===== src/rtl/lfu_pkg.sv =====
// Shared types for the LFU key-value cache.
// No dependencies; imported by the controller, datapath and top level.
package lfu_pkg;
  localparam int unsigned KEY_W   = 32;
  localparam int unsigned VAL_W   = 32;
  localparam int unsigned CNT_W   = 32;
  localparam int unsigned STAMP_W = 48;
  localparam int unsigned CAP_W   = 5;
  localparam logic [CNT_W-1:0] COUNT_MAX = '1;

  typedef enum logic {KIND_LOOKUP = 1'b0, KIND_STORE = 1'b1} kind_e;

  // controller -> datapath
  typedef struct packed {
    logic load;     // latch the input item, clear scan state
    logic scan;     // examine entry at the scan index
    logic commit;   // apply the write-back chosen by the scan
  } lfu_cmd_t;

  // datapath -> controller
  typedef struct packed {
    logic scan_last; // scan index is at the final entry
  } lfu_sts_t;
endpackage


===== src/rtl/lfu_ctrl.sv =====
// Sequencer for the LFU cache: load, scan each entry, commit, output.
// Depends on lfu_pkg.
module lfu_ctrl (
  input  logic              clk_i,
  input  logic              rst_ni,
  input  logic              in_valid_i,
  output logic              in_ready_o,
  output logic              out_valid_o,
  input  logic              out_ready_i,
  input  lfu_pkg::lfu_sts_t sts_i,
  output lfu_pkg::lfu_cmd_t cmd_o
);
  import lfu_pkg::*;

  typedef enum logic [1:0] {S_IDLE, S_SCAN, S_COMMIT} state_e;
  state_e state_q;
  logic   out_valid_q;

  assign in_ready_o  = (state_q == S_IDLE) && !out_valid_q;
  assign out_valid_o = out_valid_q;

  always_comb begin
    cmd_o = '0;
    cmd_o.load   = in_valid_i && in_ready_o;
    cmd_o.scan   = (state_q == S_SCAN);
    cmd_o.commit = (state_q == S_COMMIT);
  end

  always_ff @(posedge clk_i or negedge rst_ni) begin
    if (!rst_ni) begin
      state_q     <= S_IDLE;
      out_valid_q <= 1'b0;
    end else begin
      if (out_valid_q && out_ready_i) out_valid_q <= 1'b0;
      unique case (state_q)
        S_IDLE: if (in_valid_i && in_ready_o) state_q <= S_SCAN;
        S_SCAN: if (sts_i.scan_last) state_q <= S_COMMIT;
        S_COMMIT: begin
          out_valid_q <= 1'b1;
          state_q     <= S_IDLE;
        end
        default: state_q <= S_IDLE;
      endcase
    end
  end
endmodule


===== src/rtl/lfu_dp.sv =====
// Datapath for the LFU cache: entry storage, serial scan, write-back.
// Depends on lfu_pkg.
module lfu_dp #(
  parameter int unsigned ENTRIES = 16
) (
  input  logic                        clk_i,
  input  logic                        rst_ni,
  input  logic                        cfg_valid_i,
  input  logic [lfu_pkg::CAP_W-1:0]   cfg_data_i,
  input  logic                        kind_i,
  input  logic [lfu_pkg::KEY_W-1:0]   key_i,
  input  logic [lfu_pkg::VAL_W-1:0]   value_i,
  input  lfu_pkg::lfu_cmd_t           cmd_i,
  output lfu_pkg::lfu_sts_t           sts_o,
  output logic                        found_o,
  output logic [lfu_pkg::VAL_W-1:0]   read_value_o
);
  import lfu_pkg::*;

  localparam int unsigned IDX_W = (ENTRIES > 1) ? $clog2(ENTRIES) : 1;
  localparam int unsigned OCC_W = $clog2(ENTRIES + 1);

  logic [ENTRIES-1:0] valid_q;
  logic [KEY_W-1:0]   key_mem   [ENTRIES];
  logic [VAL_W-1:0]   val_mem   [ENTRIES];
  logic [CNT_W-1:0]   cnt_mem   [ENTRIES];
  logic [STAMP_W-1:0] stamp_mem [ENTRIES];

  logic [CAP_W-1:0]   cap_q;
  logic [STAMP_W-1:0] clock_q;
  logic [OCC_W-1:0]   occ_q;

  logic               kind_q;
  logic [KEY_W-1:0]   key_q;
  logic [VAL_W-1:0]   val_q;
  logic [IDX_W-1:0]   idx_q;
  logic               hit_q, vic_ok_q, free_ok_q;
  logic [IDX_W-1:0]   hit_idx_q, vic_idx_q, free_idx_q;
  logic [CNT_W-1:0]   vic_cnt_q;
  logic [STAMP_W-1:0] vic_stamp_q;
  logic [CNT_W-1:0]   hit_cnt_q;
  logic               found_q;
  logic [VAL_W-1:0]   rd_q;

  // effective capacity, saturated to the table size
  logic [OCC_W:0] cap_eff;
  always_comb begin
    if ({{(OCC_W+1){1'b0}}, cap_q} > (OCC_W+1+CAP_W)'(ENTRIES))
      cap_eff = (OCC_W+1)'(ENTRIES);
    else
      cap_eff = (OCC_W+1)'(cap_q);
  end

  logic disabled;
  assign disabled        = (cap_q == '0);
  assign sts_o.scan_last = (idx_q == IDX_W'(ENTRIES - 1));

  // current scanned entry
  logic               e_v;
  logic [KEY_W-1:0]   e_key;
  logic [CNT_W-1:0]   e_cnt;
  logic [STAMP_W-1:0] e_stamp;
  assign e_v     = valid_q[idx_q];
  assign e_key   = key_mem[idx_q];
  assign e_cnt   = cnt_mem[idx_q];
  assign e_stamp = stamp_mem[idx_q];

  logic better;
  assign better = !vic_ok_q || (e_cnt < vic_cnt_q) ||
                  ((e_cnt == vic_cnt_q) && (e_stamp < vic_stamp_q));

  logic [STAMP_W-1:0] clock_inc;
  assign clock_inc = clock_q + STAMP_W'(1);
  logic full;
  assign full = ({1'b0, occ_q} >= cap_eff);

  always_ff @(posedge clk_i or negedge rst_ni) begin
    if (!rst_ni) begin
      valid_q <= '0;
      cap_q   <= CAP_W'(16);
      clock_q <= '0;
      occ_q   <= '0;
      idx_q   <= '0;
    end else begin
      if (cfg_valid_i) cap_q <= cfg_data_i;
      if (cmd_i.load) idx_q <= '0;
      else if (cmd_i.scan && !sts_o.scan_last) idx_q <= idx_q + IDX_W'(1);
      if (cmd_i.commit && !disabled) begin
        if (hit_q) begin
          clock_q <= clock_inc;
        end else if (kind_q == KIND_STORE) begin
          if (full && vic_ok_q) begin
            clock_q <= clock_inc;
          end else if (free_ok_q) begin
            valid_q[free_idx_q] <= 1'b1;
            occ_q   <= occ_q + OCC_W'(1);
            clock_q <= clock_inc;
          end
        end
      end
    end
  end

  // item latch, scan accumulators and memory writes
  always_ff @(posedge clk_i) begin
    if (cmd_i.load) begin
      kind_q    <= kind_i;
      key_q     <= key_i;
      val_q     <= value_i;
      hit_q     <= 1'b0;
      vic_ok_q  <= 1'b0;
      free_ok_q <= 1'b0;
    end
    if (cmd_i.scan) begin
      if (e_v && e_key == key_q && !hit_q) begin
        hit_q     <= 1'b1;
        hit_idx_q <= idx_q;
        hit_cnt_q <= e_cnt;
      end
      if (e_v && better) begin
        vic_ok_q    <= 1'b1;
        vic_idx_q   <= idx_q;
        vic_cnt_q   <= e_cnt;
        vic_stamp_q <= e_stamp;
      end
      if (!e_v && !free_ok_q) begin
        free_ok_q  <= 1'b1;
        free_idx_q <= idx_q;
      end
    end
    if (cmd_i.commit) begin
      found_q <= 1'b0;
      rd_q    <= '0;
      if (!disabled) begin
        if (hit_q) begin
          found_q <= 1'b1;
          if (hit_cnt_q != COUNT_MAX) cnt_mem[hit_idx_q] <= hit_cnt_q + CNT_W'(1);
          stamp_mem[hit_idx_q] <= clock_inc;
          if (kind_q == KIND_STORE) begin
            val_mem[hit_idx_q] <= val_q;
            rd_q <= val_q;
          end else begin
            rd_q <= val_mem[hit_idx_q];
          end
        end else if (kind_q == KIND_STORE) begin
          if (full && vic_ok_q) begin
            key_mem[vic_idx_q]   <= key_q;
            val_mem[vic_idx_q]   <= val_q;
            cnt_mem[vic_idx_q]   <= CNT_W'(1);
            stamp_mem[vic_idx_q] <= clock_inc;
          end else if (free_ok_q) begin
            key_mem[free_idx_q]   <= key_q;
            val_mem[free_idx_q]   <= val_q;
            cnt_mem[free_idx_q]   <= CNT_W'(1);
            stamp_mem[free_idx_q] <= clock_inc;
          end
        end
      end
    end
  end

  assign found_o      = found_q;
  assign read_value_o = rd_q;
endmodule


===== src/rtl/lfu_key_value_cache.sv =====
// Top level of the LFU key-value cache.
// Depends on lfu_pkg, lfu_ctrl and lfu_dp.
//
// Usage:
//  - s_axis: one item per request. tdata = {value[63:32], key[31:0]},
//    tuser = kind (0 lookup, 1 store).
//  - m_axis: one result per request. tdata = read_value, tuser = found.
//  - cfg: capacity_in_use write (5 bits), taken whenever cfg_valid_i is
//    high; write only while idle.
// Sequence: an accept edge, a scan of every entry in turn (one entry per
// cycle through the shared compare unit), then a commit state; the result
// sits in the output register.
// Input reopens the cycle after the result is taken; one item in flight
// at a time.
// Stall: a held result blocks new input until m_axis_tready takes it.
// Reset: all entries invalid, capacity 16, access clock and occupancy
// zero; no clearing pass, the block is ready right after reset.
module lfu_key_value_cache #(
  parameter int unsigned ENTRIES = 16
) (
  input  logic        clk_i,
  input  logic        rst_ni,
  input  logic        s_axis_tvalid,
  output logic        s_axis_tready,
  input  logic [63:0] s_axis_tdata,  // key[31:0], value[63:32]
  input  logic        s_axis_tuser,  // kind
  output logic        m_axis_tvalid,
  input  logic        m_axis_tready,
  output logic [31:0] m_axis_tdata,  // read_value[31:0]
  output logic        m_axis_tuser,  // found
  input  logic        cfg_valid_i,
  output logic        cfg_ready_o,
  input  logic [4:0]  cfg_data_i
);
  import lfu_pkg::*;

  lfu_cmd_t cmd;
  lfu_sts_t sts;

  assign cfg_ready_o = 1'b1;

  lfu_ctrl u_ctrl (
    .clk_i, .rst_ni,
    .in_valid_i  (s_axis_tvalid),
    .in_ready_o  (s_axis_tready),
    .out_valid_o (m_axis_tvalid),
    .out_ready_i (m_axis_tready),
    .sts_i       (sts),
    .cmd_o       (cmd)
  );

  lfu_dp #(.ENTRIES(ENTRIES)) u_dp (
    .clk_i, .rst_ni,
    .cfg_valid_i  (cfg_valid_i),
    .cfg_data_i   (cfg_data_i),
    .kind_i       (s_axis_tuser),
    .key_i        (s_axis_tdata[31:0]),
    .value_i      (s_axis_tdata[63:32]),
    .cmd_i        (cmd),
    .sts_o        (sts),
    .found_o      (m_axis_tuser),
    .read_value_o (m_axis_tdata)
  );
endmodule

===== config.mk =====
export PLATFORM = sky130hd
export DESIGN_NAME = lfu_key_value_cache
export DESIGN_NICKNAME = d
export VERILOG_FILES = /design/src/rtl/lfu_pkg.sv /design/src/rtl/lfu_ctrl.sv /design/src/rtl/lfu_dp.sv /design/src/rtl/lfu_key_value_cache.sv
export SDC_FILE = /design/constraint.sdc
export NUM_CORES = 2
export LEC_CHECK = 0
export BUFFER_PORTS_ARGS = -buffer_cell sky130_fd_sc_hd__buf_2
export CORE_ASPECT_RATIO = 0.7
export CORE_MARGIN = 2
export CORE_UTILIZATION = 40
export CTS_CLUSTER_SIZE = 28
export DETAILED_ROUTE_END_ITERATION = 10
export PLACE_DENSITY_LB_ADDON = 0.2
export SKIP_LAST_GASP = 1
export SYNTH_ARGS = -nofsm -noshare
export SYNTH_HDL_FRONTEND = slang
export SYNTH_HIERARCHICAL = 1
export SYNTH_SLANG_ARGS = --single-unit

===== constraint.sdc =====
create_clock -name clk_i -period 19.4 [get_ports clk_i]
set_clock_uncertainty 0.1 [all_clocks]
set_input_delay 3.88 -clock clk_i [delete_from_list [all_inputs] [get_ports clk_i]]
set_output_delay 3.88 -clock clk_i [all_outputs]
set_load 0.005 [all_outputs]

# Word level (Yosys, flattened, before mapping)
# Memory sizes are Yosys's and may differ from the RTL's. A register that Yosys moved wholly into a read port is not among the register bits.
# Index checks and enable logic that the tools add are counted.
[classes] bitwise=3 muxes=73 mul=0 div=0 n_lt_le_gt_ge=7 n_eq_ne=8 reduce_logical=41 shift=0 addsub=4
[op_table] operator="48-bit 2-to-1 mux" count=6
[op_table] operator="32-bit 2-to-1 mux" count=5
[op_table] operator="32-bit OR reduction" count=5
[op_table] operator="48-bit OR reduction" count=2
[op_table] operator="32-bit == test" count=2
[op_table] operator="48-bit by 1-bit adder with 48-bit output, second input constant" count=1
[op_table] operator="48-bit less-than comparator" count=1
[op_table] operator="1-bit 2-to-1 mux" count=47
[op_table] operator="4-bit 2-to-1 mux" count=9
[op_table] operator="32-bit by 1-bit adder with 32-bit output, second input constant" count=1
[op_table] operator="32-bit less-than comparator" count=1
[op_table] operator="32-bit inequality test, second input constant" count=1
[op_table] operator="16-bit OR" count=1
[op_table] operator="1-bit logical AND" count=12
[op_table] operator="4-bit by 5-bit less-than comparator with 1-bit output, second input constant" count=2
[op_table] operator="2-bit AND reduction" count=4
[op_table] operator="1-bit logical NOT" count=7
[op_table] operator="2-bit nonzero test" count=3
[op_table] operator="5-bit by 1-bit adder with 5-bit output, second input constant" count=1
[op_table] operator="5-bit greater-or-equal comparator" count=1
[op_table] operator="5-bit > comparator, second input constant" count=1
[op_table] operator="5-bit logical NOT" count=1
[op_table] operator="5-bit 2-to-1 mux" count=1
[op_table] operator="5-bit AND reduction" count=1
[op_table] operator="other kinds (16)" count=20
[word_totals] reg_bits=274 out_inout_bits=36 ram_bits=2304 rom_bits=0 latchBits=0 mem_count=4 in_bits=75
[mem_list] memory="u_dp.stamp_mem" depth=16 width=48 rd=1 rd_clocked_by_memory_dff=0 write_ports=1 line_no="lfu_dp.sv:27" rtl="logic [STAMP_W-1:0] stamp_mem [ENTRIES];"
[mem_list] memory="u_dp.cnt_mem" depth=16 width=32 rd=1 rd_clocked_by_memory_dff=0 write_ports=1 line_no="lfu_dp.sv:26" rtl="logic [CNT_W-1:0] cnt_mem [ENTRIES];"
[mem_list] memory="u_dp.key_mem" depth=16 width=32 rd=1 rd_clocked_by_memory_dff=0 write_ports=1 line_no="lfu_dp.sv:24" rtl="logic [KEY_W-1:0] key_mem [ENTRIES];"
[mem_list] memory="u_dp.val_mem" depth=16 width=32 rd=1 rd_clocked_by_memory_dff=1 write_ports=1 line_no="lfu_dp.sv:25" rtl="logic [VAL_W-1:0] val_mem [ENTRIES];"

# Logic depth before layout (Yosys ltp)
[depth] ltp_word=13 depth_mapped=18 mapped_depth_nobuf=12

# By module
# Netlist, hierarchy kept.
[by_module_without_submodules] mod="lfu_dp" instances=1 seq_area_each_um2=77865.9 area_per_inst_um2=102478.3 cells_each=4751
[by_module_without_submodules] mod="lfu_ctrl" instances=1 seq_area_each_um2=75.1 area_per_inst_um2=138.9 cells_each=12
[by_module_without_submodules] mod="lfu_key_value_cache" instances=1 seq_area_each_um2=0.0 area_per_inst_um2=11.3 cells_each=2

# Least setup slack after synthesis
# No wires, ideal clock.
[synth_path] path_kind="input port to flip-flop" startpoint="in s_axis_tvalid" endpoint="reg u_dp.free_ok_q" stages=3 setup_slack_ns=10.815 required_ns=19.183 setup_ns=0.117 arrival_ns=8.369 cell_sequence="nor4b_2 > inv_1 > a21o_1"
[synth_via] elab_chain_cells=4
[synth_rtl] item="start: declaration" line_no="lfu_key_value_cache.sv:23" rtl="input logic s_axis_tvalid,"
[synth_rtl] item="1-bit logical AND *" line_no="lfu_ctrl.sv:24" rtl="cmd_o.load = in_valid_i && in_ready_o;"
[synth_rtl] item="1-bit 2-to-1 mux *" line_no="lfu_dp.sv:106" rtl="if (cmd_i.load) begin"
[synth_rtl] item="1-bit 2-to-1 mux" line_no="lfu_dp.sv:126" rtl="if (!e_v && !free_ok_q) begin"
[synth_rtl] item="1-bit 2-to-1 mux *" line_no="lfu_dp.sv:114" rtl="if (cmd_i.scan) begin"
[synth_rtl] item="end signal: assignment" line_no="lfu_dp.sv:112" rtl="free_ok_q <= 1'b0;"
[synth_rtl] item="end signal: assignment" line_no="lfu_dp.sv:127" rtl="free_ok_q <= 1'b1;"
[synth_rtl] item="end: declaration" line_no="lfu_dp.sv:37" rtl="logic hit_q, vic_ok_q, free_ok_q;"
# Mark *: on every way between the ends. The rest lies on a longest branch, timed or not.
# A chain may end at the register's enable or synchronous reset.

# Worst setup path in the final report
[layout_path] startpoint="reg u_dp.idx_q[0]" endpoint="reg u_dp.vic_stamp_q[20], enable pin"
[layout_via] elab_chain_cells=6 elab_cells_between_ends=12 classes_between="order compare: 2; eq/ne: 1; mux: 2; reduce/logical: 5; memory: 2"
[layout_rtl] item="start: declaration" line_no="lfu_dp.sv:36" rtl="logic [IDX_W-1:0] idx_q;"
[layout_rtl] item="start signal: assignment" line_no="lfu_dp.sv:87" rtl="else if (cmd_i.scan && !sts_o.scan_last) idx_q <= idx_q + IDX_W'(1);"
[layout_rtl] item="memory 16 x 48 bit"
[layout_rtl] item="net u_dp.e_stamp[5]" line_no="lfu_dp.sv:62" rtl="logic [STAMP_W-1:0] e_stamp;"
[layout_rtl] item="48-bit less-than comparator" line_no="lfu_dp.sv:70" rtl="((e_cnt == vic_cnt_q) && (e_stamp < vic_stamp_q));"
[layout_rtl] item="1-bit logical AND" line_no="lfu_dp.sv:70"
[layout_rtl] item="1-bit logical OR" line_no="lfu_dp.sv:69" rtl="assign better = !vic_ok_q || (e_cnt < vic_cnt_q) ||"
[layout_rtl] item="1-bit logical AND" line_no="lfu_dp.sv:120" rtl="if (e_v && better) begin"
[layout_rtl] item="2-bit AND reduction (no line)"
[layout_rtl] item="end signal: assignment" line_no="lfu_dp.sv:124" rtl="vic_stamp_q <= e_stamp;"
[layout_rtl] item="end: declaration" line_no="lfu_dp.sv:40" rtl="logic [STAMP_W-1:0] vic_stamp_q;"
# The timed path passes the listed nets, and every way through them passes these cells. The select of a mux whose other input is x is not followed.

==> results summary <==
The run finished with clean final reports. The startpoint of the worst hold path is u_dp/valid_q[9]$_DFFE_PN0P_. The sum of internal, switching and leakage power is 13.6 mW. The sequential share of the synthesized area came out at roughly three quarters. A synthesized cell averages approximately 22 um^2. In this run the worst setup path begins at u_dp/idx_q[0]$_DFFE_PN0P_.

In this run the power spent charging and discharging nets is ~3.4 mW. Global routing consumed, over all layers together, between 10% and 20% of the routing resources. Ranked by total cell area, the synthesized netlist is headed by sky130_fd_sc_hd__edfxtp_1 (74%), sky130_fd_sc_hd__mux4_2 (14%), sky130_fd_sc_hd__dfrtp_1 (2.0%), sky130_fd_sc_hd__mux2i_1 (1.3%), sky130_fd_sc_hd__ha_1 (1.1%). The largest individual stage delay along the critical path comes from the cell sky130_fd_sc_hd__dfrtp_4. The number of enable-type register cells in the synthesized netlist came out at 2526.

The remaining max-slew budget at the tightest pin came out at about an eighth. Cell internal power was estimated by the tool at 10.1 mW. The die is between 600 and 700 um wide. The sink count of the clock tree came out at 2610.

The data arrival time of the critical path is between 8 and 9 ns. The DRC violation count after routing came out at 0. The number of pins exceeding their max-slew limit in the final report is 0. Walking the worst path, the cells encountered are buf_4 > buf_12 > buf_4 > mux4_2 > mux4_2 > ha_1 > a21o_1 > a21o_1 > a221o_1 > a21oi_1 > o211ai_1 > a41oi_1 > o211ai_1 > nand2_4 > buf_4. The most common library cell in the layout ignoring fill and taps is sky130_fd_sc_hd__edfxtp_1. Clock tree synthesis selected as its root buffer the cell sky130_fd_sc_hd__clkbuf_16. The delay of the slowest critical-path stage is between 0.8 and 0.9 ns. The netlist uses between 80 and 90 different library cells. The final setup TNS is 0 ns. The number of antenna violations at the first check in global routing is 6. The class of the tightest hold or removal check is register to register.

The core region is ~0.26 mm^2. The fraction of registers with async set or reset after synthesis came out at 3.10%. The startpoint identified for the worst register-to-register timing path is u_dp/idx_q[0]$_DFFE_PN0P_. Among all flip-flop cells after synthesis, the most frequent one is sky130_fd_sc_hd__edfxtp_1. The deepest level of the CTS H-tree came out at 5. The total iterations of the first detailed-routing run came out at 5. The filler cells instantiated in the layout total 21300. STA classifies the critical path endpoint as a register. The number of nets handed over by synthesis was around 5000. The combinational share of power came out at between 10% and 20%. In this run, the number of DRC markers left after iteration 0 of detailed routing was about 5000. The most numerous cell on the critical path is sky130_fd_sc_hd__buf_4.

The power per standard cell area is approximately 120 mW/mm^2. The number of vias per cell is 5.65. The count of endpoints failing hold in the final timing report is 0.

The post-CTS setup repair buffer count is 0. STA classifies the critical path startpoint as a register. The achievable clock frequency came out at around 0.12 GHz. The power share of the sequential group is a little under half. Setup repair after global routing left no endpoint under its margin. The last weighted congestion value of the routability-driven placer came out at roughly 0.76. Synthesis produced between 4000 and 5000 cells. The later pin in the worst-skew pair is clocked with a latency of around 0.85 ns. The effective utilization at floorplan came out at between 40% and 50%.

The global-route wire length before repair is around 360000 um. The synthesized area is between 0.1 and 0.15 mm^2. Grouping stages by cell kind, the critical path spends the most delay in buffers and inverters. Summed over all instances, the cell type with the most area after synthesis is sky130_fd_sc_hd__edfxtp_1. The total wire length is 245000 um. The count of buffer and inverter cells on the critical path came out at 4. The routed layout has between 40000 and 50000 vias. Input and output buffers added on the ports amount to between 100 and 150. After synthesis the netlist holds a flip-flop and latch count of between 2000 and 3000. Of all nets on the critical path, the largest fanout is 87. The top-area cell type share of the netlist area came out at between 70% and 80%. For the finished layout, the period the worst path requires is 8.60 ns.

TritonCTS built the clock tree. The actual transition at the worst max-transition pin is 1.31 ns. By startpoint and endpoint, the worst setup path is classified as register to register. The library cells used most frequently in the layout, excluding fill and tap cells, are sky130_fd_sc_hd__edfxtp_1 (2526), sky130_fd_sc_hd__mux4_2 (652), sky130_fd_sc_hd__clkbuf_16 (276). The number of buffers created by CTS came out at about 270. The row count is 155. The switching part of the total power is between 20 and 30%.

The via count of the first global-routing pass is 49800. The remaining global-route overflow is 0. The clock power share came out at between 30% and 40%. The total half-perimeter wirelength after legalization and detailed placement came out at about 120000 um. The maximum number of pins on one net before global-route repair is ~130.

The post-cts sizing count is 0. The area added between synthesis and finish came out at 13.2%. The endpoint required time on the critical path came out at ~20 ns. The routed wirelength normalized by instance count came out at about 28 um. The count of pins on the block boundary came out at around 110.

The share of the clock period used by the worst path is between 40% and 50%. The maximum ir drop on the vdd rail is approximately 86 uV. The share of layout cells above drive strength 1 came out at between 20% and 30%. The number of nets in the final layout came out at around 5200. The final-report setup violation count came out at 0. The number of maximum-capacitance violations came out at 0. Buffers inserted to repair hold after CTS numbered 0.

The y dimension of the die came out at ~430 um. Summed over all cells, the static leakage comes to roughly 35 nW. The clock-pin slew reported for the worst setup and hold paths after clock tree synthesis is around 0.060 ns. The die outline area came out at 0.261 mm^2. The remaining number of nets flagged by the antenna check after routing came out at 0. The number of warnings issued by yosys came out at 6. The maximum root-to-sink buffer count came out at 4.
[power by group through the flow]
stage               logic, mW  clock network [mW]  registers (mW)
finish                   2.17                4.93            6.45
global route             2.34                5.27            6.47
CTS                      2.21                5.05            6.46
detailed placement       2.20                   0            6.58
global placement         2.19                   0            6.57
floorplan                1.68                   0            6.47
[routing by layer]
layer  share of wire (%)  global-route usage, %
met5              0.0041                      0
met4                 2.2                   4.60
met3                 6.3                   3.14
met2                  45                   28.2
met1                  47                   28.7
[path summary, 6_finish.rpt]
check | end | slack, ns | cells past startpoint
worst min-delay path | u_dp/valid_q[9]$_DFFE_PN0P_ | 0.36 | 1
max in group asynchronous | u_dp/clock_q[21]$_DFFE_PN0P_ | 15.03 | 2
worst min register to register | u_dp/valid_q[9]$_DFFE_PN0P_ | 0.36 | 1
worst max-delay path | u_dp/vic_stamp_q[20]$_DFFE_PP_ | 10.80 | 15
min in group asynchronous | u_ctrl/state_q[1]$_DFFE_PN0P_ | 2.86 | 1
worst max register to register | u_dp/vic_stamp_q[20]$_DFFE_PP_ | 10.80 | 15
[final cells by class]
cell class	count	area, um^2	area share [%]
clock inverters	111	936	0.805
multi-input cells	1822	23700	20.4
well taps	3375	4220	3.63
flip-flops and latches	2610	78000	67.1
clock buffers	354	7260	6.25
inverters	117	447	0.384
repair buffers	249	1690	1.45
diodes	3	7.51	0.00646
[stage by stage]
stage	cells	utilization [%]	cell area, um^2	hold slack [ns]	worst slack, ns
after floorplan	4765	-	103000	0.323	10.81
after global placement	8173	42.3	108000	0.336	10.47
after detailed placement	8173	42.3	108000	0.343	10.47
after CTS	8638	45.6	116000	0.355	10.42
after global routing	8640	45.6	116000	0.373	10.0
final	8641	45.6	116000	0.357	10.80
[Yosys cell counts, types with 17 or more instances]
cell,n
sky130_fd_sc_hd__xor2_1,82
sky130_fd_sc_hd__nor2_1,112
sky130_fd_sc_hd__buf_2,42
sky130_fd_sc_hd__edfxtp_1,2526
sky130_fd_sc_hd__xnor2_1,72
sky130_fd_sc_hd__nand4_1,36
sky130_fd_sc_hd__a31oi_1,18
sky130_fd_sc_hd__o21ai_0,24
sky130_fd_sc_hd__dfrtp_1,80
sky130_fd_sc_hd__nand2_1,168
sky130_fd_sc_hd__mux4_2,652
sky130_fd_sc_hd__mux2_2,17
sky130_fd_sc_hd__buf_1,38
sky130_fd_sc_hd__clkbuf_1,107
sky130_fd_sc_hd__ha_1,88
sky130_fd_sc_hd__nor4_1,29
sky130_fd_sc_hd__nand3_1,50
sky130_fd_sc_hd__a21oi_1,32
sky130_fd_sc_hd__mux2i_1,130
sky130_fd_sc_hd__and3_1,24
sky130_fd_sc_hd__nor3_1,40
sky130_fd_sc_hd__a21o_1,34
sky130_fd_sc_hd__inv_1,114
[cells by family after synthesis]
| kind of cell | after synthesis | synth area share (%) |
|---|---|---|
| flops | 2610 | 75.9 |
| mux | 809 | 16.0 |
| simple gates | 532 | 2.52 |
| buf+inv | 333 | 1.45 |
| compound gates | 238 | 1.68 |
| xor+xnor | 154 | 1.31 |
| fa+ha+maj | 88 | 1.07 |
| other cells | 1 | 0.00365 |
[sequential cells by signal (all words and copies together), names as in the netlist, 16 cells and up]
signal,flops
u_dp/hit_cnt_q,32
u_dp/read_value_o,32
u_dp/vic_cnt_q,32
u_dp/valid_q,16
u_dp/val_mem,512
u_dp/clock_q,48
u_dp/vic_stamp_q,48
u_dp/key_mem,512
u_dp/cnt_mem,512
u_dp/key_q,32
u_dp/stamp_mem,768
u_dp/val_q,32
No activity file was read; power rests on OpenSTA's default activity.
